===== config.mk =====
export PLATFORM = sky130hd
export DESIGN_NAME = sorted_time_key_table_core
export DESIGN_NICKNAME = d
export VERILOG_FILES = /design/src/hdl/stkt_pkg.sv /design/src/hdl/stkt_ram.sv /design/src/hdl/sorted_time_key_table_core.sv
export SDC_FILE = /design/constraint.sdc
export NUM_CORES = 2
export LEC_CHECK = 0
export BUFFER_PORTS_ARGS = -buffer_cell sky130_fd_sc_hd__buf_2
export CAP_MARGIN = 20
export CORE_ASPECT_RATIO = 1.1
export CORE_MARGIN = 2
export CORE_UTILIZATION = 55
export CTS_CLUSTER_SIZE = 16
export DETAILED_ROUTE_END_ITERATION = 8
export GPL_TIMING_DRIVEN = 0
export PLACE_DENSITY = 0.73
export SYNTH_ARGS = -nofsm -noshare
export SYNTH_HDL_FRONTEND = slang
export SYNTH_HIERARCHICAL = 1
export SYNTH_SLANG_ARGS = --single-unit

===== constraint.sdc =====
create_clock -name clk -period 6.75 [get_ports clk]
set_input_delay 1.35 -clock clk [delete_from_list [all_inputs] [get_ports clk]]
set_output_delay 1.35 -clock clk [all_outputs]
set_load 0.02 [all_outputs]

===== src/hdl/stkt_pkg.sv =====
`timescale 1ns / 1ps

package stkt_pkg;

    // Field limits of a valid time
    localparam int unsigned MONTH_MAX  = 12;
    localparam int unsigned DAY_MAX    = 31;
    localparam int unsigned HOUR_MAX   = 24;
    localparam int unsigned MINUTE_MAX = 59;

    localparam int unsigned KEY_W   = 20;
    localparam int unsigned ENTRY_W = 36;

    typedef enum logic [2:0] {
        STAT_INSERTED    = 3'd0,
        STAT_INVALID     = 3'd1,
        STAT_FULL        = 3'd2,
        STAT_END         = 3'd3,
        STAT_READ_OK     = 3'd4,
        STAT_READ_BEYOND = 3'd5
    } status_t;

    typedef enum logic [2:0] {
        ST_IDLE,
        ST_SHIFT,
        ST_PLACE,
        ST_RDWAIT,
        ST_FINISH
    } state_t;

    // Field order makes the upper 20 bits a key that sorts like the time
    typedef struct packed {
        logic [3:0]  month;
        logic [4:0]  day;
        logic [4:0]  hour;
        logic [5:0]  minute;
        logic [15:0] tag;
    } entry_t;

    function automatic logic [KEY_W-1:0] entry_key(input entry_t e);
        entry_key = {e.month, e.day, e.hour, e.minute};
    endfunction

endpackage


===== src/hdl/stkt_ram.sv =====
`timescale 1ns / 1ps

module stkt_ram #(
    parameter int WIDTH = 36,
    parameter int DEPTH = 64
) (
    input  logic                     clk,
    input  logic                     we,
    input  logic [$clog2(DEPTH)-1:0] waddr,
    input  logic [WIDTH-1:0]         wdata,
    input  logic                     re,
    input  logic [$clog2(DEPTH)-1:0] raddr,
    output logic [WIDTH-1:0]         rdata
);

    logic [WIDTH-1:0] mem [DEPTH];

    always_ff @(posedge clk)
    begin
        if (we)
        begin
            mem[waddr] <= wdata;
        end
        if (re)
        begin
            rdata <= mem[raddr];
        end
    end

endmodule


===== src/hdl/sorted_time_key_table_core.sv =====
`timescale 1ns / 1ps
// Sorted table of time-keyed entries (month, day, hour, minute, 16-bit tag).
// Input channel in_valid/in_ready carries one item: mode 0 inserts an entry,
// mode 1 reads the entry at read_index. Output channel out_valid/out_ready
// returns exactly one result per item: status, insert position, entry count
// and, on a good read, the stored entry fields.
// An insert walks the table from the top slot down through one memory
// port pair: each cycle reads the next lower entry and writes the one just
// read a slot higher until the new key finds its place. One item is in
// work at a time; in_ready is high only while no item is in work.
// The result sits in an output register, so the next item is taken while a
// result waits; a stalled receiver holds the following result in the block
// and in_ready stays low until it can be handed over.
// Reset empties the table at once (count cleared, memory contents unused).
module sorted_time_key_table_core
    import stkt_pkg::*;
#(
    parameter int TABLE_DEPTH = 64
) (
    input  logic        clk,
    input  logic        rst_n,
    input  logic        in_valid,
    output logic        in_ready,
    input  logic        mode,
    input  logic [6:0]  month,
    input  logic [6:0]  day,
    input  logic [6:0]  hour,
    input  logic [6:0]  minute,
    input  logic [15:0] tag,
    input  logic [5:0]  read_index,
    output logic        out_valid,
    input  logic        out_ready,
    output logic [2:0]  status,
    output logic [6:0]  position,
    output logic [6:0]  count,
    output logic [3:0]  out_month,
    output logic [4:0]  out_day,
    output logic [4:0]  out_hour,
    output logic [5:0]  out_minute,
    output logic [15:0] out_tag
);

    localparam int AW = $clog2(TABLE_DEPTH);
    localparam int CW = $clog2(TABLE_DEPTH + 1);

    state_t         state_reg, state_next;
    logic [CW-1:0]  count_reg, count_next;
    logic [CW-1:0]  j_reg, j_next;
    entry_t         new_reg, new_next;
    entry_t         res_reg, res_next;
    status_t        stat_reg, stat_next;

    logic           out_valid_reg, out_valid_next;
    logic [2:0]     status_reg;
    logic [6:0]     position_reg;
    logic [6:0]     count_out_reg;
    entry_t         out_entry_reg;

    logic           ram_we, ram_re;
    logic [AW-1:0]  ram_waddr, ram_raddr;
    entry_t         ram_wdata, ram_rdata;

    logic           full, time_ok, ridx_ok, key_gt, out_free;
    logic [CW-1:0]  cnt_m1, j_m2;
    logic [CW+5:0]  ridx_w, cnt_w;
    logic [CW+6:0]  cnt_out_w, pos_out_w;
    entry_t         in_entry;

    stkt_ram #(
        .WIDTH (ENTRY_W),
        .DEPTH (TABLE_DEPTH)
    ) u_ram (
        .clk   (clk),
        .we    (ram_we),
        .waddr (ram_waddr),
        .wdata (ram_wdata),
        .re    (ram_re),
        .raddr (ram_raddr),
        .rdata (ram_rdata)
    );

    assign full    = (count_reg == CW'(TABLE_DEPTH));
    assign time_ok = (month <= 7'(MONTH_MAX)) && (day != 7'd0) && (day <= 7'(DAY_MAX))
                     && (hour <= 7'(HOUR_MAX)) && (minute <= 7'(MINUTE_MAX));
    assign ridx_w  = {{CW{1'b0}}, read_index};
    assign cnt_w   = {6'b0, count_reg};
    assign ridx_ok = (ridx_w < cnt_w);
    assign cnt_m1  = count_reg - 1'b1;
    assign j_m2    = j_reg - CW'(2);
    assign key_gt  = (entry_key(ram_rdata) > entry_key(new_reg));
    assign out_free = !out_valid_reg || out_ready;

    assign in_entry.month  = month[3:0];
    assign in_entry.day    = day[4:0];
    assign in_entry.hour   = hour[4:0];
    assign in_entry.minute = minute[5:0];
    assign in_entry.tag    = tag;

    assign cnt_out_w = {7'b0, count_reg};
    assign pos_out_w = {7'b0, j_reg};

    // Next state
    always_comb
    begin
        state_next = state_reg;
        unique case (state_reg)
            ST_IDLE:
            begin
                if (in_valid)
                begin
                    if (mode)
                    begin
                        state_next = ridx_ok ? ST_RDWAIT : ST_FINISH;
                    end
                    else if (full || month == 7'd0 || !time_ok)
                    begin
                        state_next = ST_FINISH;
                    end
                    else
                    begin
                        state_next = (count_reg == '0) ? ST_PLACE : ST_SHIFT;
                    end
                end
            end
            ST_SHIFT:
            begin
                if (!key_gt)
                begin
                    state_next = ST_FINISH;
                end
                else if (j_reg == CW'(1))
                begin
                    state_next = ST_PLACE;
                end
            end
            ST_PLACE:  state_next = ST_FINISH;
            ST_RDWAIT: state_next = ST_FINISH;
            ST_FINISH:
            begin
                if (out_free)
                begin
                    state_next = ST_IDLE;
                end
            end
            default:   state_next = ST_IDLE;
        endcase
    end

    // Datapath and memory control
    always_comb
    begin
        count_next     = count_reg;
        j_next         = j_reg;
        new_next       = new_reg;
        res_next       = res_reg;
        stat_next      = stat_reg;
        ram_we         = 1'b0;
        ram_waddr      = j_reg[AW-1:0];
        ram_wdata      = new_reg;
        ram_re         = 1'b0;
        ram_raddr      = cnt_m1[AW-1:0];
        out_valid_next = out_valid_reg && !out_ready;
        unique case (state_reg)
            ST_IDLE:
            begin
                if (in_valid)
                begin
                    new_next = in_entry;
                    res_next = '0;
                    j_next   = '0;
                    if (mode)
                    begin
                        stat_next = ridx_ok ? STAT_READ_OK : STAT_READ_BEYOND;
                        ram_re    = ridx_ok;
                        ram_raddr = ridx_w[AW-1:0];
                    end
                    else if (full)
                    begin
                        stat_next = STAT_FULL;
                    end
                    else if (month == 7'd0)
                    begin
                        stat_next = STAT_END;
                    end
                    else if (!time_ok)
                    begin
                        stat_next = STAT_INVALID;
                    end
                    else
                    begin
                        // start the walk at the top of the table
                        stat_next = STAT_INSERTED;
                        j_next    = count_reg;
                        ram_re    = (count_reg != '0);
                    end
                end
            end
            ST_SHIFT:
            begin
                ram_we = 1'b1;
                if (key_gt)
                begin
                    // move the larger entry up one slot, read the next lower
                    ram_wdata = ram_rdata;
                    j_next    = j_reg - 1'b1;
                    ram_re    = (j_reg != CW'(1));
                    ram_raddr = j_m2[AW-1:0];
                end
                else
                begin
                    count_next = count_reg + 1'b1;
                end
            end
            ST_PLACE:
            begin
                ram_we     = 1'b1;
                count_next = count_reg + 1'b1;
            end
            ST_RDWAIT:
            begin
                res_next = ram_rdata;
            end
            ST_FINISH:
            begin
                if (out_free)
                begin
                    out_valid_next = 1'b1;
                end
            end
            default:
            begin
            end
        endcase
    end

    always_ff @(posedge clk or negedge rst_n)
    begin
        if (!rst_n)
        begin
            state_reg     <= ST_IDLE;
            count_reg     <= '0;
            out_valid_reg <= 1'b0;
        end
        else
        begin
            state_reg     <= state_next;
            count_reg     <= count_next;
            out_valid_reg <= out_valid_next;
        end
    end

    always_ff @(posedge clk)
    begin
        j_reg    <= j_next;
        new_reg  <= new_next;
        res_reg  <= res_next;
        stat_reg <= stat_next;
        if (state_reg == ST_FINISH && out_free)
        begin
            status_reg    <= stat_reg;
            position_reg  <= pos_out_w[6:0];
            count_out_reg <= cnt_out_w[6:0];
            out_entry_reg <= res_reg;
        end
    end

    assign in_ready   = (state_reg == ST_IDLE);
    assign out_valid  = out_valid_reg;
    assign status     = status_reg;
    assign position   = position_reg;
    assign count      = count_out_reg;
    assign out_month  = out_entry_reg.month;
    assign out_day    = out_entry_reg.day;
    assign out_hour   = out_entry_reg.hour;
    assign out_minute = out_entry_reg.minute;
    assign out_tag    = out_entry_reg.tag;

endmodule


==> metrics.md <==
| Metric | Value |
|---|---|
| Outcome | complete, but fails checks |
| Failing checks | design-rule violations, negative setup slack |
| Hold Fails Final Rpt | 0 |
| DRC | 1 |
| Synth top area cells | edfxtp_1 78%, mux4_2 13%, o22ai_1 0.81% |
| Pins Over Slew Limit | 0 |
| Endpoints failing setup | 5 |
| Post-Route WL | around 270000 um |
| Dominant cell by count in the synthesized netlist | edfxtp_1 |
| H-tree Lvls | 4 |
| Mapped Cells | 4273 |
| Antenna-violating nets left | 0 |
| Share of post-route cells with drive strength above 1 | 28.08% |
| Worst Setup EP | u_ram/rdata[8]$_DFFE_PP_ |
| Placed Instances | approximately 6800 |
| Asr flop ratio synth | less than 1% |
| PnR Total Power | 55.04 mW |
| Worst-path clk slew | 60 ps |
| Final global-route overflow total | 0 |
| Crit path cell chain | ha_1 -> a21o_1 -> a221o_1 -> a22oi_2 -> a31oi_1 -> nor2_1 -> nor3_1 -> o221ai_1 -> clkbuf_1 -> clkbuf_1 -> buf_8 -> buf_1 -> o221ai_1 -> o211ai_1 -> and3_1 |
| Vias per inst | 6.956 |
| First-pass GRT wire length | around 380000 um |
| Crit path capture type | register |
| Final worst slack | -162.9 ps |
| Initial DRC count | between 8000 and 9000 |
| Synth Area per Inst | approximately 22 sq um |
| Largest register FFs | approximately 2300 |
| Register area share after synthesis | approximately four fifths |
| Syn. warnings | 6 |
| Initial antenna violation count | 18 |
| Clock Path Buffers | 3 |
| EDFF count, synth | around 2500 |
| Flop2flop setup slack | -160 ps |
| Power Dens Cells | roughly 500 nW/um^2 |
| Die area | between 150000 and 200000 sq um |
| Port Buf Inserts | 109 |
| Critical Path AT | 7610 ps |
| Crit path kind | reg2reg |
| CP peak stage delay | between 900 and 1000 ps |
| Placed cell area | 102000 sq um |
| Nets | roughly 4900 |
| Final GP Congestion | just under 1 |
| Lkg Pwr | between 30 and 40 nW |
| Total CTS buffers | approximately 220 |
| Top post-synthesis cells by count | 2475 x edfxtp_1, 556 x mux4_2, 123 x o22ai_1 |
| Reg2reg end | u_ram/rdata[8]$_DFFE_PP_ |
| Ys flop type | edfxtp_1 |
| CORE AREA | between 150000 and 200000 sq um |
| Peak VDD IR | 429.8 uV |
| Largest net degree at the start of global routing | 65 |
| Worst Skew | approximately 43 ps |
| Register with the most flip-flops | u_ram/mem |
| CTS tree | yes |
| Peak Freq | ~140 MHz |
| Critical Path Source | u_ram/rdata[18]$_DFFE_PP_ |
| Leading area contributor after synthesis | edfxtp_1 |
| Tmin final | just under 7000 ps |
| Fin cells | around 7000 |
| Worst path slowest cell | o211ai_1 |
| Clk_lat worst skew | 890 ps |
| Vias in the first global route | ~49000 |
| Final instance area | 109300 sq um |
| Launching point of the worst reg2reg path | u_ram/rdata[18]$_DFFE_PP_ |
| Syn_nets | 4359 |
| Synth top area share | between 70% and 80% |
| Unrepaired setup endpoints after global routing | no |
| Clock Sinks | ~2500 |
| Row Count | 159 |
| # resized after CTS | 0 |
| HPWL after DPL | ~180000 um |
| Post-CTS Hold Buffers | 0 |
| Final Util | 63.88% |
| Max_cap viols | 0 |
| Critical path peak fanout | 10 |
| Total GRT Usage | approximately a third |
| Root buffer cell | clkbuf_16 |
| Initial Utilization | ~55% |
| Setup crit start kind | register |
| Die H | between 400 and 500 um |
| Synth Register Bits | 2486 |
| Final Cycle Share | 102.4% |
| Die Wd | between 400 and 500 um |
| Mapped Area | about 95000 sq um |
| Syn-to-layout area delta | 15.18% |
| WL/cell | between 30 and 40 um |
| Postcts setup bufs | 0 |
| Final setup TNS | -412.0 ps |
| TritonRoute pass-1 iters | 9 |
| Worst slack, placed | about 110 ps |
| Depth of the most critical reg-to-reg path | 15 |
| Required @ worst endpoint | approximately 7400 ps |
| Relative slew slack | under 10% |
| Top Ports | 110 |
| Worst-Margin Slew | roughly 1400 ps |
| Synth unique cells | 57 |
| Via count | 50160 |
| Worst min-delay path category | in2async |
| WHS | 353.3 ps |
## worst max-delay path, delay by kind of cell, from the launching register on
kind,cells,cell delay (ps)
compound gates,7,2750
flops,1,510
simple gates,3,810
buf+inv,4,2280
fa+ha+maj,1,340
## layout by cell type, fill, tap and decap left out, drive strengths merged, types with 5 or more instances in the layout
master    instances
a211oi           42
a21oi            16
a22oi            78
a31oi            10
and2             41
and3             12
and4              5
buf             394
bufinv           23
clkbuf          377
clkinv           92
clkinvlp         13
dfrtp            11
diode             7
edfxtp         2475
ha               31
inv              43
mux2             24
mux2i            72
mux4            556
nand2            80
nand2b           16
nand3            51
nand4            11
nor2            114
nor2b            36
nor3             12
nor4             30
o211ai           13
o21ai            41
o221ai           38
o22a             23
o22ai           124
xnor2            14
xor2              5
## worst min-delay path by stage
| stage | startpoint | endpoint | cells past startpoint |
|---|---|---|---|
| after floorplan | res_reg[27]$_SDFFCE_PN0P_ | out_day[0]$_DFFE_PP_ | 0 |
| after global placement | res_reg[2]$_SDFFCE_PN0P_ | out_tag[2]$_DFFE_PP_ | 0 |
| after detailed placement | res_reg[29]$_SDFFCE_PN0P_ | out_day[2]$_DFFE_PP_ | 0 |
| after CTS | rst_n | state_reg[0]$_DFFE_PN0P_ | 1 |
| after global routing | rst_n | state_reg[0]$_DFFE_PN0P_ | 1 |
| final | rst_n | state_reg[0]$_DFFE_PN0P_ | 1 |
## metal layers
| metal | track usage, % | vias up | wire, um |
|---|---|---|---|
| met1 | 41.61 | 26010 | 91360 |
| met2 | 47.11 | 4323 | 124300 |
| met4 | 16.34 | 10 | 17280 |
| met5 | 0.05495 | - | 114 |
| met3 | 10.47 | 699 | 41190 |
| li1 | - | 19120 | - |
## logic make-up after synthesis
| logic type | after synthesis | synth area share [%] |
|---|---|---|
| and+or+nand+nor | 422 | 2.234 |
| muxes | 652 | 14.24 |
| AOI/OAI and AO/OA | 398 | 2.951 |
| DFF | 2486 | 78.61 |
| buffers and inverters | 265 | 1.377 |
| adders and majority gates | 31 | 0.4088 |
| xor gates and xnor gates | 19 | 0.1754 |
## layout make-up
| cell class | count | area, sq um |
|---|---|---|
| Timing Repair Buffer | 271 | 3611 |
| Sequential cell | 2486 | 74600 |
| Antenna cell | 7 | 17.52 |
| Inverter | 37 | 138.9 |
| Multi-Input combinational cell | 1522 | 19840 |
| Clock inverter | 134 | 1294 |
| Tap cell | 2254 | 2820 |
| Fill cell | 10760 | 61800 |
| Clock buffer | 273 | 5808 |
| Buffer | 227 | 1164 |
## where the power goes
group	total, mW	switching [mW]	internal (mW)	leakage, nW
combinational	24.2	15.9	8.32	8.30
clock	12.4	5.48	6.97	3.45
sequential	18.4	0.142	18.2	22.5
total	55.0	21.5	33.5	34.2
Note: power is estimated with default switching activity, not from simulation.
